$ cat config.mk
export PLATFORM = sky130hd
export DESIGN_NAME = pl0_token_scanner_core
export DESIGN_NICKNAME = d
export VERILOG_FILES = /design/src/sv/pl0ts_pkg.sv /design/src/sv/pl0ts_front.sv /design/src/sv/pl0ts_queue.sv /design/src/sv/pl0ts_back.sv /design/src/sv/pl0_token_scanner_core.sv
export VERILOG_INCLUDE_DIRS = /design/src /design/src/sv
export SDC_FILE = /design/constraint.sdc
export NUM_CORES = 1
export LEC_CHECK = 0
export ABC_AREA = 0
export BUFFER_PORTS_ARGS = -buffer_cell sky130_fd_sc_hd__buf_4
export CORE_MARGIN = 8
export CORE_UTILIZATION = 50
export DETAILED_ROUTE_END_ITERATION = 10
export HOLD_SLACK_MARGIN = 0.15
export PLACE_DENSITY = 0.66
export SYNTH_ARGS = -nofsm -noshare
export SYNTH_HDL_FRONTEND = slang
export SYNTH_SLANG_ARGS = --single-unit
$ cat constraint.sdc
create_clock -name clk -period 5 [get_ports clk]
set_clock_uncertainty 0.1 [all_clocks]
set_input_delay 1 -clock clk [delete_from_list [all_inputs] [get_ports clk]]
set_output_delay 1 -clock clk [all_outputs]
set_load 0.02 [all_outputs]
$ cat src/sv/pl0_token_scanner_core_macros.svh
// ----------------------------------------------------------------------------
// PL/0 token scanner assertion macros
// Shared assertion shorthands for the scanner modules. Each module that uses
// them has a clock named clk and an active-low reset named rst_n.
// ----------------------------------------------------------------------------
`ifndef PL0_TOKEN_SCANNER_CORE_MACROS_SVH
`define PL0_TOKEN_SCANNER_CORE_MACROS_SVH

// Whenever ante holds at a clock edge, cons must hold at the same edge.
`define PL0TS_ASSERT_IMPLY(lbl, ante, cons, msg) \
    lbl: assert property (@(posedge clk) disable iff (!rst_n) (ante) |-> (cons)) \
        else $error(msg);

// The condition must never hold at a clock edge.
`define PL0TS_ASSERT_NEVER(lbl, cond, msg) \
    lbl: assert property (@(posedge clk) disable iff (!rst_n) !(cond)) \
        else $error(msg);

`endif

$ cat src/sv/pl0ts_pkg.sv
// ----------------------------------------------------------------------------
// PL/0 token scanner package
// Types, token kind codes, keyword table and helper functions shared by the
// scanner modules.
// ----------------------------------------------------------------------------
`timescale 1ns / 1ps

package pl0ts_pkg;

    // Width of the byte offset and run length counters (8 to 32).
    localparam int POS_BITS        = 16;
    // Number of leading identifier bytes kept for keyword matching (9 to 16).
    localparam int KW_MAX_LEN      = 9;
    localparam int KW_IDX_BITS     = $clog2(KW_MAX_LEN);
    localparam int KW_LEN_BITS     = $clog2(KW_MAX_LEN + 1);
    localparam int KW_COUNT        = 11;
    localparam int KW_TEXT_LEN     = 9;
    localparam int QUEUE_DEPTH     = 4;
    localparam int QUEUE_PTR_BITS  = $clog2(QUEUE_DEPTH);
    localparam int QUEUE_CNT_BITS  = $clog2(QUEUE_DEPTH + 1);

    localparam logic [15:0] FIELD_MAX = 16'hFFFF;

    // Token kind codes.
    localparam logic [4:0] KIND_IDENT   = 5'd0;
    localparam logic [4:0] KIND_INT     = 5'd1;
    localparam logic [4:0] KIND_KW_BASE = 5'd2;
    localparam logic [4:0] KIND_BANG    = 5'd13;
    localparam logic [4:0] KIND_LT      = 5'd14;
    localparam logic [4:0] KIND_LE      = 5'd15;
    localparam logic [4:0] KIND_COMMA   = 5'd16;
    localparam logic [4:0] KIND_GT      = 5'd17;
    localparam logic [4:0] KIND_GE      = 5'd18;
    localparam logic [4:0] KIND_EQ      = 5'd19;
    localparam logic [4:0] KIND_SEMI    = 5'd20;
    localparam logic [4:0] KIND_HASH    = 5'd21;
    localparam logic [4:0] KIND_QUERY   = 5'd22;
    localparam logic [4:0] KIND_ASSIGN  = 5'd23;
    localparam logic [4:0] KIND_LPAREN  = 5'd24;
    localparam logic [4:0] KIND_RPAREN  = 5'd25;
    localparam logic [4:0] KIND_SLASH   = 5'd26;
    localparam logic [4:0] KIND_STAR    = 5'd27;
    localparam logic [4:0] KIND_PLUS    = 5'd28;
    localparam logic [4:0] KIND_MINUS   = 5'd29;
    localparam logic [4:0] KIND_EOF     = 5'd30;
    localparam logic [4:0] KIND_ERROR   = 5'd31;

    // Keywords, right-justified: the last character sits in the lowest byte.
    localparam logic [8*KW_TEXT_LEN-1:0] KW_TEXT [KW_COUNT] = '{
        "odd", "if", "then", "while", "begin", "end",
        "call", "const", "var", "procedure", "do"
    };
    localparam logic [3:0] KW_LEN [KW_COUNT] = '{
        4'd3, 4'd2, 4'd4, 4'd5, 4'd5, 4'd3, 4'd4, 4'd5, 4'd3, 4'd9, 4'd2
    };

    typedef enum logic [2:0] {
        MODE_IDLE,
        MODE_IDENT,
        MODE_INT,
        MODE_LT,
        MODE_GT,
        MODE_COLON
    } mode_t;

    typedef logic [7:0] kw_buf_t [KW_MAX_LEN];

    typedef struct packed {
        logic [4:0]  token_kind;
        logic [15:0] token_start;
        logic [15:0] token_length;
    } token_t;

    // Tokens caused by one input item: tok_a always, tok_b when two is set.
    typedef struct packed {
        logic   two;
        token_t tok_a;
        token_t tok_b;
    } rec_t;

    function automatic logic [POS_BITS-1:0] sat_inc(input logic [POS_BITS-1:0] v);
        return (v == '1) ? v : v + POS_BITS'(1);
    endfunction

    function automatic logic [15:0] clamp16(input logic [POS_BITS-1:0] v);
        logic [POS_BITS+15:0] w;
        w = (POS_BITS + 16)'(v);
        if (w > (POS_BITS + 16)'(FIELD_MAX))
            return FIELD_MAX;
        return w[15:0];
    endfunction

    function automatic logic [4:0] single_kind(input logic [7:0] c);
        logic [4:0] k;
        case (c)
            "!":     k = KIND_BANG;
            ",":     k = KIND_COMMA;
            "=":     k = KIND_EQ;
            ";":     k = KIND_SEMI;
            "#":     k = KIND_HASH;
            "?":     k = KIND_QUERY;
            "(":     k = KIND_LPAREN;
            ")":     k = KIND_RPAREN;
            "/":     k = KIND_SLASH;
            "*":     k = KIND_STAR;
            "+":     k = KIND_PLUS;
            "-":     k = KIND_MINUS;
            default: k = KIND_IDENT;
        endcase
        return k;
    endfunction

    // Keyword kind for an identifier of length len_i held in kwb, else ident.
    function automatic logic [4:0] kw_lookup(input kw_buf_t kwb,
                                             input logic [KW_LEN_BITS-1:0] len_i);
        logic [4:0] kind;
        logic       hit;
        kind = KIND_IDENT;
        for (int i = 0; i < KW_COUNT; i++) begin
            hit = (len_i == KW_LEN_BITS'(KW_LEN[i]));
            for (int j = 0; j < KW_TEXT_LEN; j++) begin
                if (j < int'(KW_LEN[i])) begin
                    if (kwb[j] != KW_TEXT[i][8*(int'(KW_LEN[i]) - 1 - j) +: 8])
                        hit = 1'b0;
                end
            end
            if (hit)
                kind = KIND_KW_BASE + 5'(i);
        end
        return kind;
    endfunction

endpackage

$ cat src/sv/pl0ts_front.sv
// ----------------------------------------------------------------------------
// PL/0 token scanner front end
// Accepts source bytes, runs the scanning state machine and hands the tokens
// caused by each byte to the token queue as one record.
// ----------------------------------------------------------------------------
`timescale 1ns / 1ps
`include "pl0_token_scanner_core_macros.svh"

module pl0ts_front
(
    input  logic              clk,
    input  logic              rst_n,
    input  logic              in_valid,
    output logic              in_ready,
    input  logic [7:0]        char_code,
    input  logic              end_of_text,
    input  logic              q_full,
    output logic              push,
    output pl0ts_pkg::rec_t   rec
);

    pl0ts_pkg::mode_t                 mode_reg, mode_next;
    logic [pl0ts_pkg::POS_BITS-1:0]   pos_reg, pos_next;
    logic [pl0ts_pkg::POS_BITS-1:0]   begin_reg, begin_next;
    logic [pl0ts_pkg::POS_BITS-1:0]   run_reg, run_next;
    logic                             halted_reg, halted_next;
    pl0ts_pkg::kw_buf_t               kwbuf_reg;

    logic                             accept;
    logic                             kw_we;
    logic [pl0ts_pkg::KW_IDX_BITS-1:0] kw_idx;
    logic                             pend_valid, scan_valid, do_scan;
    pl0ts_pkg::token_t                pend_tok, scan_tok;
    logic [4:0]                       ident_kind, op_kind;
    logic                             is_letter, is_digit, is_space;

    assign in_ready = !q_full;
    assign accept   = in_valid && in_ready;

    assign is_letter = char_code inside {["a":"z"], ["A":"Z"]};
    assign is_digit  = char_code inside {["0":"9"]};
    assign is_space  = char_code inside {8'd32, 8'd10, 8'd9};
    assign op_kind   = pl0ts_pkg::single_kind(char_code);

    always_comb
    begin
        if (run_reg > pl0ts_pkg::POS_BITS'(pl0ts_pkg::KW_MAX_LEN))
            ident_kind = pl0ts_pkg::KIND_IDENT;
        else
            ident_kind = pl0ts_pkg::kw_lookup(kwbuf_reg,
                                              run_reg[pl0ts_pkg::KW_LEN_BITS-1:0]);
    end

    always_ff @(posedge clk or negedge rst_n)
    begin
        if (!rst_n)
        begin
            mode_reg   <= pl0ts_pkg::MODE_IDLE;
            pos_reg    <= '0;
            begin_reg  <= '0;
            run_reg    <= '0;
            halted_reg <= 1'b0;
        end
        else
        begin
            mode_reg   <= mode_next;
            pos_reg    <= pos_next;
            begin_reg  <= begin_next;
            run_reg    <= run_next;
            halted_reg <= halted_next;
        end
    end

    // The keyword buffer is only read at entries the current identifier wrote.
    always_ff @(posedge clk)
    begin
        if (kw_we)
            kwbuf_reg[kw_idx] <= char_code;
    end

    always_comb
    begin
        mode_next   = mode_reg;
        pos_next    = pos_reg;
        begin_next  = begin_reg;
        run_next    = run_reg;
        halted_next = halted_reg;
        kw_we       = 1'b0;
        kw_idx      = run_reg[pl0ts_pkg::KW_IDX_BITS-1:0];
        pend_valid  = 1'b0;
        scan_valid  = 1'b0;
        pend_tok    = '0;
        scan_tok    = '0;
        do_scan     = 1'b0;

        if (accept)
        begin
            if (halted_reg)
            begin
                if (end_of_text)
                begin
                    mode_next   = pl0ts_pkg::MODE_IDLE;
                    pos_next    = '0;
                    begin_next  = '0;
                    run_next    = '0;
                    halted_next = 1'b0;
                end
            end
            else if (end_of_text)
            begin
                // Flush the pending token, then end of file unless a colon hangs.
                pend_tok.token_start = pl0ts_pkg::clamp16(begin_reg);
                pend_tok.token_length = 16'd1;
                case (mode_reg)
                    pl0ts_pkg::MODE_IDENT:
                    begin
                        pend_valid = 1'b1;
                        pend_tok.token_kind = ident_kind;
                        pend_tok.token_length = pl0ts_pkg::clamp16(run_reg);
                    end
                    pl0ts_pkg::MODE_INT:
                    begin
                        pend_valid = 1'b1;
                        pend_tok.token_kind = pl0ts_pkg::KIND_INT;
                        pend_tok.token_length = pl0ts_pkg::clamp16(run_reg);
                    end
                    pl0ts_pkg::MODE_LT:
                    begin
                        pend_valid = 1'b1;
                        pend_tok.token_kind = pl0ts_pkg::KIND_LT;
                    end
                    pl0ts_pkg::MODE_GT:
                    begin
                        pend_valid = 1'b1;
                        pend_tok.token_kind = pl0ts_pkg::KIND_GT;
                    end
                    pl0ts_pkg::MODE_COLON:
                    begin
                        pend_valid = 1'b1;
                        pend_tok.token_kind = pl0ts_pkg::KIND_ERROR;
                    end
                    default:
                    begin
                        pend_valid = 1'b0;
                    end
                endcase
                if (mode_reg != pl0ts_pkg::MODE_COLON)
                begin
                    scan_valid = 1'b1;
                    scan_tok.token_kind = pl0ts_pkg::KIND_EOF;
                    scan_tok.token_start = pl0ts_pkg::clamp16(pos_reg);
                    scan_tok.token_length = 16'd0;
                end
                mode_next   = pl0ts_pkg::MODE_IDLE;
                pos_next    = '0;
                begin_next  = '0;
                run_next    = '0;
                halted_next = 1'b0;
            end
            else
            begin
                do_scan  = 1'b1;
                pos_next = pl0ts_pkg::sat_inc(pos_reg);
                pend_tok.token_start = pl0ts_pkg::clamp16(begin_reg);
                case (mode_reg)
                    pl0ts_pkg::MODE_IDENT:
                    begin
                        if (is_letter || is_digit || char_code == "_")
                        begin
                            kw_we = run_reg < pl0ts_pkg::POS_BITS'(pl0ts_pkg::KW_MAX_LEN);
                            run_next = pl0ts_pkg::sat_inc(run_reg);
                            do_scan  = 1'b0;
                        end
                        else
                        begin
                            pend_valid = 1'b1;
                            pend_tok.token_kind = ident_kind;
                            pend_tok.token_length = pl0ts_pkg::clamp16(run_reg);
                            mode_next = pl0ts_pkg::MODE_IDLE;
                        end
                    end
                    pl0ts_pkg::MODE_INT:
                    begin
                        if (is_digit)
                        begin
                            run_next = pl0ts_pkg::sat_inc(run_reg);
                            do_scan  = 1'b0;
                        end
                        else
                        begin
                            pend_valid = 1'b1;
                            pend_tok.token_kind = pl0ts_pkg::KIND_INT;
                            pend_tok.token_length = pl0ts_pkg::clamp16(run_reg);
                            mode_next = pl0ts_pkg::MODE_IDLE;
                        end
                    end
                    pl0ts_pkg::MODE_LT, pl0ts_pkg::MODE_GT, pl0ts_pkg::MODE_COLON:
                    begin
                        pend_valid = 1'b1;
                        mode_next  = pl0ts_pkg::MODE_IDLE;
                        pend_tok.token_length = 16'd1;
                        if (char_code == "=")
                        begin
                            pend_tok.token_length = 16'd2;
                            do_scan = 1'b0;
                            if (mode_reg == pl0ts_pkg::MODE_LT)
                                pend_tok.token_kind = pl0ts_pkg::KIND_LE;
                            else if (mode_reg == pl0ts_pkg::MODE_GT)
                                pend_tok.token_kind = pl0ts_pkg::KIND_GE;
                            else
                                pend_tok.token_kind = pl0ts_pkg::KIND_ASSIGN;
                        end
                        else if (mode_reg == pl0ts_pkg::MODE_COLON)
                        begin
                            // Lone colon: error, the current byte is dropped.
                            pend_tok.token_kind = pl0ts_pkg::KIND_ERROR;
                            halted_next = 1'b1;
                            do_scan = 1'b0;
                        end
                        else if (mode_reg == pl0ts_pkg::MODE_LT)
                            pend_tok.token_kind = pl0ts_pkg::KIND_LT;
                        else
                            pend_tok.token_kind = pl0ts_pkg::KIND_GT;
                    end
                    default:
                    begin
                        mode_next = pl0ts_pkg::MODE_IDLE;
                    end
                endcase

                if (do_scan)
                begin
                    scan_tok.token_start = pl0ts_pkg::clamp16(pos_reg);
                    scan_tok.token_length = 16'd1;
                    if (is_space)
                    begin
                        mode_next = pl0ts_pkg::MODE_IDLE;
                    end
                    else if (is_letter)
                    begin
                        mode_next  = pl0ts_pkg::MODE_IDENT;
                        begin_next = pos_reg;
                        run_next   = pl0ts_pkg::POS_BITS'(1);
                        kw_we      = 1'b1;
                        kw_idx     = '0;
                    end
                    else if (is_digit)
                    begin
                        mode_next  = pl0ts_pkg::MODE_INT;
                        begin_next = pos_reg;
                        run_next   = pl0ts_pkg::POS_BITS'(1);
                    end
                    else if (char_code == "<" || char_code == ">" || char_code == ":")
                    begin
                        begin_next = pos_reg;
                        run_next   = pl0ts_pkg::POS_BITS'(1);
                        if (char_code == "<")
                            mode_next = pl0ts_pkg::MODE_LT;
                        else if (char_code == ">")
                            mode_next = pl0ts_pkg::MODE_GT;
                        else
                            mode_next = pl0ts_pkg::MODE_COLON;
                    end
                    else if (op_kind != pl0ts_pkg::KIND_IDENT)
                    begin
                        scan_valid = 1'b1;
                        scan_tok.token_kind = op_kind;
                    end
                    else
                    begin
                        scan_valid = 1'b1;
                        scan_tok.token_kind = pl0ts_pkg::KIND_ERROR;
                        halted_next = 1'b1;
                    end
                end
            end
        end
    end

    always_comb
    begin
        rec.two   = pend_valid && scan_valid;
        rec.tok_a = pend_valid ? pend_tok : scan_tok;
        rec.tok_b = scan_tok;
        push      = pend_valid || scan_valid;
    end

    `PL0TS_ASSERT_IMPLY(a_halt_idle, halted_reg, mode_reg == pl0ts_pkg::MODE_IDLE,
        "halted scanner left a token pending")
    `PL0TS_ASSERT_IMPLY(a_push_room, push, !q_full, "record pushed into a full queue")

endmodule

$ cat src/sv/pl0ts_queue.sv
// ----------------------------------------------------------------------------
// PL/0 token scanner record queue
// Short first-in first-out queue of token records between the front end and
// the output stage.
// ----------------------------------------------------------------------------
`timescale 1ns / 1ps
`include "pl0_token_scanner_core_macros.svh"

module pl0ts_queue
(
    input  logic              clk,
    input  logic              rst_n,
    input  logic              push,
    input  pl0ts_pkg::rec_t   push_rec,
    output logic              full,
    output logic              head_valid,
    output pl0ts_pkg::rec_t   head_rec,
    input  logic              pop
);

    pl0ts_pkg::rec_t                       slot_reg [pl0ts_pkg::QUEUE_DEPTH];
    logic [pl0ts_pkg::QUEUE_PTR_BITS-1:0]  wr_ptr_reg, wr_ptr_next;
    logic [pl0ts_pkg::QUEUE_PTR_BITS-1:0]  rd_ptr_reg, rd_ptr_next;
    logic [pl0ts_pkg::QUEUE_CNT_BITS-1:0]  count_reg, count_next;

    assign full       = count_reg == pl0ts_pkg::QUEUE_CNT_BITS'(pl0ts_pkg::QUEUE_DEPTH);
    assign head_valid = count_reg != '0;
    assign head_rec   = slot_reg[rd_ptr_reg];

    always_comb
    begin
        wr_ptr_next = push ? wr_ptr_reg + pl0ts_pkg::QUEUE_PTR_BITS'(1) : wr_ptr_reg;
        rd_ptr_next = pop ? rd_ptr_reg + pl0ts_pkg::QUEUE_PTR_BITS'(1) : rd_ptr_reg;
        count_next  = count_reg;
        if (push && !pop)
            count_next = count_reg + pl0ts_pkg::QUEUE_CNT_BITS'(1);
        else if (pop && !push)
            count_next = count_reg - pl0ts_pkg::QUEUE_CNT_BITS'(1);
    end

    always_ff @(posedge clk or negedge rst_n)
    begin
        if (!rst_n)
        begin
            wr_ptr_reg <= '0;
            rd_ptr_reg <= '0;
            count_reg  <= '0;
        end
        else
        begin
            wr_ptr_reg <= wr_ptr_next;
            rd_ptr_reg <= rd_ptr_next;
            count_reg  <= count_next;
        end
    end

    always_ff @(posedge clk)
    begin
        if (push)
            slot_reg[wr_ptr_reg] <= push_rec;
    end

    `PL0TS_ASSERT_IMPLY(a_pop_nonempty, pop, head_valid, "pop from an empty queue")

endmodule

$ cat src/sv/pl0ts_back.sv
// ----------------------------------------------------------------------------
// PL/0 token scanner output stage
// Takes records from the queue and presents their tokens one per item on the
// output channel through a registered stage.
// ----------------------------------------------------------------------------
`timescale 1ns / 1ps
`include "pl0_token_scanner_core_macros.svh"

module pl0ts_back
(
    input  logic              clk,
    input  logic              rst_n,
    input  logic              head_valid,
    input  pl0ts_pkg::rec_t   head_rec,
    output logic              pop,
    output logic              out_valid,
    input  logic              out_ready,
    output pl0ts_pkg::token_t out_tok,
    output logic              out_last
);

    logic              out_valid_reg, out_valid_next;
    logic              second_reg, second_next;
    pl0ts_pkg::token_t out_tok_reg, out_tok_next;
    pl0ts_pkg::token_t hold_tok_reg, hold_tok_next;
    logic              out_last_reg, out_last_next;
    logic              load;

    assign load = !out_valid_reg || out_ready;

    always_comb
    begin
        out_valid_next = out_valid_reg;
        second_next    = second_reg;
        out_tok_next   = out_tok_reg;
        hold_tok_next  = hold_tok_reg;
        out_last_next  = out_last_reg;
        pop            = 1'b0;
        if (load)
        begin
            if (second_reg)
            begin
                // Second token of a record goes out before the next record.
                out_valid_next = 1'b1;
                out_tok_next   = hold_tok_reg;
                out_last_next  = 1'b1;
                second_next    = 1'b0;
            end
            else if (head_valid)
            begin
                pop            = 1'b1;
                out_valid_next = 1'b1;
                out_tok_next   = head_rec.tok_a;
                out_last_next  = !head_rec.two;
                second_next    = head_rec.two;
                hold_tok_next  = head_rec.tok_b;
            end
            else
            begin
                out_valid_next = 1'b0;
            end
        end
    end

    always_ff @(posedge clk or negedge rst_n)
    begin
        if (!rst_n)
        begin
            out_valid_reg <= 1'b0;
            second_reg    <= 1'b0;
        end
        else
        begin
            out_valid_reg <= out_valid_next;
            second_reg    <= second_next;
        end
    end

    always_ff @(posedge clk)
    begin
        out_tok_reg  <= out_tok_next;
        hold_tok_reg <= hold_tok_next;
        out_last_reg <= out_last_next;
    end

    assign out_valid = out_valid_reg;
    assign out_tok   = out_tok_reg;
    assign out_last  = out_last_reg;

    `PL0TS_ASSERT_IMPLY(a_second_shown, second_reg, out_valid_reg && !out_last_reg,
        "second token waiting behind a missing first token")

endmodule

$ cat src/sv/pl0_token_scanner_core.sv
// ----------------------------------------------------------------------------
// PL/0 token scanner core
// Streaming lexer for PL/0 source text. Bytes come in on the slave channel,
// one per item; tuser[0] set marks end of text (tdata is then ignored).
// Tokens leave on the master channel, one per item: tuser holds the kind,
// tdata the start offset and length, tlast marks the final token caused by
// one input item. An input item causes zero, one or two tokens.
// The front end takes one byte every cycle while the queue has room; its scan
// state is the only thing that carries from one byte to the next. A four-record
// queue sits between the front end and the registered output stage, so a
// token passes through a queue slot and the output register after the byte
// that caused it is accepted. Output runs at one token per cycle while
// tready is high, so the two tokens of a byte leave one after the other.
// When the receiver holds tready low the output stage holds its token, the
// queue fills, and tready on the input drops only once the queue is full.
// Reset clears the scan state, the queue and the output stage; the scanner
// then starts a new text at offset zero, as it also does after end of text.
// ----------------------------------------------------------------------------
`timescale 1ns / 1ps

module pl0_token_scanner_core
(
    input  logic        clk,
    input  logic        rst_n,
    input  logic        s_axis_tvalid,
    output logic        s_axis_tready,
    input  logic [7:0]  s_axis_tdata,   // [7:0] char_code
    input  logic [0:0]  s_axis_tuser,   // [0] end_of_text
    output logic        m_axis_tvalid,
    input  logic        m_axis_tready,
    output logic [31:0] m_axis_tdata,   // [15:0] token_start, [31:16] token_length
    output logic [4:0]  m_axis_tuser,   // [4:0] token_kind
    output logic        m_axis_tlast    // last_of_run
);

    logic              q_full;
    logic              push;
    pl0ts_pkg::rec_t   push_rec;
    logic              head_valid;
    pl0ts_pkg::rec_t   head_rec;
    logic              pop;
    pl0ts_pkg::token_t out_tok;

    pl0ts_front u_front
    (
        .clk         (clk),
        .rst_n       (rst_n),
        .in_valid    (s_axis_tvalid),
        .in_ready    (s_axis_tready),
        .char_code   (s_axis_tdata),
        .end_of_text (s_axis_tuser[0]),
        .q_full      (q_full),
        .push        (push),
        .rec         (push_rec)
    );

    // Records hold all tokens of a byte: one per cycle unless the queue is full.
    pl0ts_queue u_queue
    (
        .clk        (clk),
        .rst_n      (rst_n),
        .push       (push),
        .push_rec   (push_rec),
        .full       (q_full),
        .head_valid (head_valid),
        .head_rec   (head_rec),
        .pop        (pop)
    );

    pl0ts_back u_back
    (
        .clk        (clk),
        .rst_n      (rst_n),
        .head_valid (head_valid),
        .head_rec   (head_rec),
        .pop        (pop),
        .out_valid  (m_axis_tvalid),
        .out_ready  (m_axis_tready),
        .out_tok    (out_tok),
        .out_last   (m_axis_tlast)
    );

    assign m_axis_tdata = {out_tok.token_length, out_tok.token_start};
    assign m_axis_tuser = out_tok.token_kind;

endmodule

==> results.ini, run 1 <==
[placement]
placed_cell_area_mm2=0.0192
dpl.cell_count=1614
io_buffer_count=52
hpwl_mm=23.0
place.gp.congestion=0.863
post-place-ws_ns=0.773

[die]
core_area_mm2=0.0363
start_util_pct=50.3
fp-row-count=70
die_y_um=207
die_area_mm2=0.0429
die_width_um=207
io_pins=53

[setup_path]
crit_arrival_ns=4.05
ff2ff_setup_slack_ns=1.55
worstSetupPathType=in -> reg
endpoint_kind=flop
path_max_fanout=16
start_kind=input port
worst_ep_required_time_ns=5.33

[synthesis]
synth_async_sr_flop_share_pct=14.1
syn_area_mm2=0.0183
synth_largest_area_cell=edfxtp_1
syn_inst=1132
synth-seq-cells=433
ys_seq_area_share_pct=69.5
synthTopCellsByArea=edfxtp_1 (61%), dfrtp_1 (8.3%), mux4_2 (7.4%)
synth_edf_count=372
yosysMostFrequentCell=edfxtp_1
yosys_most_used_dff=edfxtp_1
synthesis.yosys.warnings=0
yosysTopAreaCellShare_pct=61.1
syn-num-nets=1156
yosysUniqueCellTypes=79
synth_common_cells=edfxtp_1 (372), nor2_1 (66), dfrtp_1 (61), mux4_2 (60), nand2_1 (47)
avgSynthCellArea_um2=16.1

[power]
p_total_mw=11.0
ir_worst_vdd_v=0.000299
p_per_area_mw_per_mm2=528
leakage_nw=7.05

[grt]
antenna_found_initial=0
grt.overflow.total=0
grt_pass1_wl_mm=58.9
grt_max_degree=62
grt_pass1_vias=10200
grt_use_total_pct=17.2

[drt]
viasPerCell=5.90
wl_mm=37.2
wl_per_cell_um=21.9
drc_errors=0
ant_nets=0
num_vias=10000
drtIter0Drc=694
dr.pass1.iters=4

[cts]
cts-root-buf=clkbuf_16
h-tree-depth=2
cts_tree=done
post_cts_resized=0
postCtsSetupRepairBufs=0
clk_pin_slew_ns=0.06
cts_sinks=433
cts.hold.buffers_added=0
cts-buffers-inserted=46
cts_buffer_depth=3
insertion_delay_ns=0.55

[final_layout]
diodes=0
largest_reg_flops=240
finalInstanceArea_mm2=0.0208
stdcell_count=1699
final_util_pct=57.1
nets=1218
synthToLayoutAreaGrowth_pct=13.6
drive_gt1_share_pct=22.4

[sta]
grt_setup_unrepaired=false
final.setup.worst_slack_ns=1.27
fin_crit_sh_pct=74.5
finalSetupViolations=0
fin_setup_tns_ns=0
fmax_mhz=268
relSlewSlack_pct=34.0
post-route-min-period_ns=3.73
hold_viol=0
hold_ws_ns=0.400
worst_slew_pin_slew_ns=0.987
slew_viol_final=0

[run_status]
status=finished clean

[worst_hold_path]
hold_class=reg -> reg

[job]
drv_cap=0

==> critical path, stage by stage <==
cell and delay [ns]:
buf_4 0.17, nand4bb_1 0.43, nor4_1 0.44, nor3_1 0.10, o21bai_1 0.21, a21o_1 0.38
nand2_1 0.29, ha_1 0.30, inv_1 0.08, fa_1 0.38, mux2_2 0.26
==> logic make-up after synthesis <==
| logic type | share of synthesized area [%] |
|---|---|
| adder cells (fa/ha/maj) | 0.794 |
| multiplexers | 10.1 |
| buffers and inverters | 1.55 |
| AO/OA/AOI/OAI | 5.41 |
| AND/OR/NAND/NOR | 11.5 |
| XOR/XNOR | 1.25 |
| flip-flops | 69.5 |
==> cell usage in the layout, fill, tap and decap left out, types with 9 or more instances in the layout <==
cell,Yosys,layout
ha_1,10,10
mux2_2,40,40
o21ai_1,9,9
nand2b_1,15,15
nand2_1,47,47
mux4_2,60,60
clkbuf_16,0,48
nor2b_1,29,29
clkbuf_1,28,11
and2_4,10,10
nand3_1,29,29
inv_1,14,14
xor2_1,13,13
and2_1,30,26
nor4_1,22,22
nor3_1,24,23
buf_4,0,60
a22o_1,21,21
xnor2_1,13,13
a21o_1,9,9
a21oi_1,21,21
dfrtp_1,61,58
nor2_1,66,65
edfxtp_1,372,372
nand4_1,10,10
o21ai_0,22,22
==> layer usage <==
layer	share of wire (%)	global-route usage [%]
met1	47	24.5
met2	48	27.6
met3	4.3	2.70
met4	1.5	4.04
met5	0	0
==> report_power, final <==
part	total (mW)	leakage [nW]	internal (mW)	switching [mW]
combinational	2.48	2.07	1.12	1.36
sequential	5.06	4.22	4.75	0.311
clock	3.42	0.758	2.07	1.35
total	11.0	7.05	7.94	3.02
==> cell type report <==
class | instances | area, um^2
Clock buffer | 65 | 1330
Clock inverter | 20 | 226
Fill cell | 2808 | 15600
Inverter | 14 | 52.6
Multi-Input combinational cell | 634 | 5320
Sequential cell | 433 | 12700
Tap cell | 468 | 586
Timing Repair Buffer | 65 | 551
==> worst paths after layout <==
path	endpoint	startpoint	cells after the start
worst max-delay path	u_queue.count_reg[1]$_DFFE_PN0P_	s_axis_tdata[6]	11
worst min-delay path	u_front.begin_reg[11]$_DFFE_PN0P_	u_front.begin_reg[11]$_DFFE_PN0P_	1
worst max register to register	u_queue.count_reg[1]$_DFFE_PN0P_	u_front.mode_reg[2]$_DFFE_PN0P_	10
worst min register to register	u_front.begin_reg[11]$_DFFE_PN0P_	u_front.begin_reg[11]$_DFFE_PN0P_	1
max in group asynchronous	u_queue.rd_ptr_reg[0]$_DFFE_PN0P_	rst_n	1
min in group asynchronous	u_queue.rd_ptr_reg[1]$_DFFE_PN0P_	rst_n	1
Note: power is estimated with default switching activity, not from simulation.
==> inputs of run 2 (changes only) <==
- ABC_AREA: 0 -> 1
- clock period: 5 -> 3.6 ns (I/O delays scaled with it)
==> results.ini, run 2 <==
[grt]
grt_pass1_vias=12800  ; was 10200
grt.overflow.total=0  ; unchanged
antenna_found_initial=1  ; was 0
grt_pass1_wl_mm=69.9  ; was 58.9 mm
grt_max_degree=62  ; unchanged
grt_use_total_pct=19.9  ; was 17.2%

[setup_path]
path_max_fanout=5  ; was 16
start_kind=flop  ; was input port
worstReg2RegStart=u_queue.count_reg[0]$_DFFE_PN0P_  ; was u_front.mode_reg[2]$_DFFE_PN0P_
endpoint=u_queue.count_reg[2]$_DFFE_PN0P_  ; was u_queue.count_reg[1]$_DFFE_PN0P_
crit_arrival_ns=3.43  ; was 4.05 ns
reg2regPathDepth=16  ; was 10
rr_endpoint=u_queue.count_reg[2]$_DFFE_PN0P_  ; was u_queue.count_reg[1]$_DFFE_PN0P_
worst_ep_required_time_ns=3.96  ; was 5.33 ns
worstSetupPathType=reg -> reg  ; was in -> reg
cp-startpoint=u_queue.count_reg[0]$_DFFE_PN0P_  ; was s_axis_tdata[6]
endpoint_kind=flop  ; unchanged
ff2ff_setup_slack_ns=0.53  ; was 1.55 ns

[drt]
wl_per_cell_um=18.2  ; was 21.9 um
drc_errors=0  ; unchanged
wl_mm=44.1  ; was 37.2 mm
dr.max_layer_used=met5  ; was met4
dr.pass1.iters=5  ; was 4
drtIter0Drc=978  ; was 694
wl_met3_mm=2.66  ; was 1.59 mm
met1Wirelength_mm=19.4  ; was 17.4 mm
met2_wirelength_mm=21.1  ; was 17.7 mm
ant_nets=0  ; unchanged
viasPerCell=5.41  ; was 5.90
num_vias=13100  ; was 10000

[die]
io_pins=53  ; unchanged
fp-row-count=71  ; was 70
die_area_mm2=0.0448  ; was 0.0429 mm^2
die_y_um=212  ; was 207 um
core_area_mm2=0.0377  ; was 0.0363 mm^2
start_util_pct=50.8  ; was 50.3%
die_width_um=212  ; was 207 um

[synthesis]
syn_area_mm2=0.0191  ; was 0.0183 mm^2
synth_async_sr_flop_share_pct=14.1  ; unchanged
yosysMostFrequentCell=nor2_1  ; was edfxtp_1
synth-seq-cells=433  ; unchanged
synth_largest_area_cell=edfxtp_1  ; unchanged
synth_edf_count=372  ; unchanged
ys_seq_area_share_pct=66.4  ; was 69.5%
synth_common_cells=nor2_1 (405), edfxtp_1 (372), nand2_1 (218), o21ai_0 (175), inv_1 (153)  ; was edfxtp_1 (372), nor2_1 (66), dfrtp_1 (61), mux4_2 (60), nand2_1 (47)
syn-num-nets=1830  ; was 1156
avgSynthCellArea_um2=10.6  ; was 16.1 um^2
yosysUniqueCellTypes=52  ; was 79
yosys_most_used_dff=edfxtp_1  ; unchanged
syn_inst=1806  ; was 1132
synthTopCellsByArea=edfxtp_1 (58%), dfrtp_1 (8.0%), nor2_1 (7.9%)  ; was edfxtp_1 (61%), dfrtp_1 (8.3%), mux4_2 (7.4%)
synthesis.yosys.warnings=0  ; unchanged
yosysTopAreaCellShare_pct=58.4  ; was 61.1%

[power]
ir_worst_vdd_v=0.000512  ; was 0.000299 V
p_total_mw=16.4  ; was 11.0 mW
p_sw_mw=5.62  ; was 3.02 mW
intPower_mw=10.8  ; was 7.94 mW
p_sw_share_pct=34.3  ; was 27.6%
p_per_area_mw_per_mm2=751  ; was 528 mW/mm^2
leakage_nw=7.99  ; was 7.05 nW
pwr-share-clk_pct=28.2  ; was 31.2%
pwr-share-seq_pct=42.7  ; was 46.2%
power_frac_comb_pct=29.1  ; was 22.7%

[final_layout]
final_util_pct=57.9  ; was 57.1%
fill_cells=3161  ; was 2808
synthToLayoutAreaGrowth_pct=14.1  ; was 13.6%
drive_gt1_share_pct=12.4  ; was 22.4%
largest_reg_flops=240  ; unchanged
layout_common_cells=nor2_1 (401), edfxtp_1 (372), nand2_1 (218)  ; was edfxtp_1 (372), nor2_1 (65), mux4_2 (60), buf_4 (60), dfrtp_1 (58)
nets=1907  ; was 1218
diodes=0  ; unchanged
layout_commonest_cell=nor2_1  ; was edfxtp_1

[cts]
post_cts_resized=0  ; unchanged
insertion_delay_ns=0.59  ; was 0.55 ns
clk_pin_slew_ns=0.06  ; about the same
cts_tree=done  ; unchanged
cts_sinks=433  ; unchanged
cts_buffer_depth=3  ; unchanged
cts-root-buf=clkbuf_16  ; unchanged
cts.hold.buffers_added=0  ; unchanged
cts-buffers-inserted=45  ; was 46
postCtsSetupRepairBufs=0  ; unchanged
h-tree-depth=2  ; unchanged

[sta]
post-route-min-period_ns=3.07
hold_viol=0  ; unchanged
relSlewSlack_pct=38.9  ; was 34.0%
slew_viol_final=0  ; unchanged
fin_crit_sh_pct=85.3
finalSetupViolations=0  ; unchanged
fmax_mhz=326
grt_setup_unrepaired=false  ; unchanged
worst_slew_pin_slew_ns=0.916  ; was 0.987 ns
final.setup.worst_slack_ns=0.530  ; was 1.27 ns

[run_status]
status=finished clean  ; unchanged

[placement]
post-place-ws_ns=0.140  ; was 0.773 ns
io_buffer_count=52  ; unchanged
place.gp.congestion=0.951  ; was 0.863
hpwl_mm=28.4  ; was 23.0 mm

[worst_hold_path]
hold_class=in -> async  ; was reg -> reg

[job]
drv_cap=0  ; unchanged

run 2: changes by cell type in the layout (fill, tap and decap cells not counted), moves of 42 or more:
cell,change
inv_1,+138
nand3_1,+42
o21ai_0,+153
mux4_2,-60
nor2_1,+336
nand2_1,+171
run 2: cell families (layout without fill, tap and decap cells):
logic type                 after synthesis  count (layout)  synth area share [%]
adders and majority gates               11              11                 0.759
muxes                                    1               1                0.0589
DFF                                    433             433                  66.4
AOI/OAI and AO/OA                      310             310                  9.15
buffers and inverters                  234             347                  4.86
xor gates and xnor gates                13              13                 0.595
and+or+nand+nor                        804             804                  18.2
run 2: worst max-delay path, stage by stage, from the launching register on:
cell,delay (ns)
dfrtp_1,0.43
nor2_1,0.06
nand2_1,0.20
nand2_2,0.12
nor2_1,0.17
inv_1,0.14
nor2_1,0.30
inv_2,0.07
a21oi_2,0.16
inv_2,0.06
nand2_2,0.08
ha_1,0.15
inv_1,0.08
fa_1,0.43
a21oi_1,0.14
o21ai_0,0.11
xnor2_1,0.14
run 2: cell type report:
| type | instances | area, um^2 | area share, % |
|---|---|---|---|
| flip-flops and latches | 433 | 12700 | 58.2 |
| multi-input cells | 1139 | 5530 | 25.4 |
| clock buffers | 65 | 1330 | 6.11 |
| repair buffers | 101 | 821 | 3.76 |
| well taps | 511 | 639 | 2.93 |
| inverters | 163 | 617 | 2.83 |
| clock inverters | 18 | 174 | 0.797 |
run 2: per-layer routing:
layer	vias up	GRT usage, %
met4	2	6.59
met2	391	33.0
met3	59	3.02
met5	-	0
li1	6403	-
met1	6286	26.6
run 2: per-stage QoR:
stage          TNS, ns  cell area [um^2]  instances  hold WS (ns)
5_1_grt              0             21800       2430         0.200
6_report             0             21800       2430         0.138
4_1_cts              0             21800       2430         0.173
3_5_place_dp         0             20300       2347         0.401
2_1_floorplan   -96.74             19100       1806         0.324
3_3_place_gp         0             20300       2347         0.390
run 2: worst min path at each step:
stage                                     startpoint                                to  cells past startpoint  slack [ns]
detailed placement  u_queue.count_reg[2]$_DFFE_PN0P_  u_queue.count_reg[2]$_DFFE_PN0P_                      1        0.40
floorplan                                      rst_n      u_back.out_valid$_DFFE_PN0N_                      0        0.32
CTS                                            rst_n  u_front.begin_reg[4]$_DFFE_PN0P_                      1        0.17
global route                                   rst_n  u_front.begin_reg[3]$_DFFE_PN0P_                      1        0.20
global placement    u_queue.count_reg[2]$_DFFE_PN0P_  u_queue.count_reg[2]$_DFFE_PN0P_                      1        0.39
finish                                         rst_n  u_front.begin_reg[4]$_DFFE_PN0P_                      1        0.14
run 2: power by group through the flow:
stage	registers [mW]	clock network (mW)	logic, mW
after floorplan	7.26	0	2.90
after global placement	7.08	0	4.72
after detailed placement	7.10	0	4.79
after CTS	7.00	4.71	4.81
after global routing	7.09	4.89	5.27
final	7.00	4.62	4.76
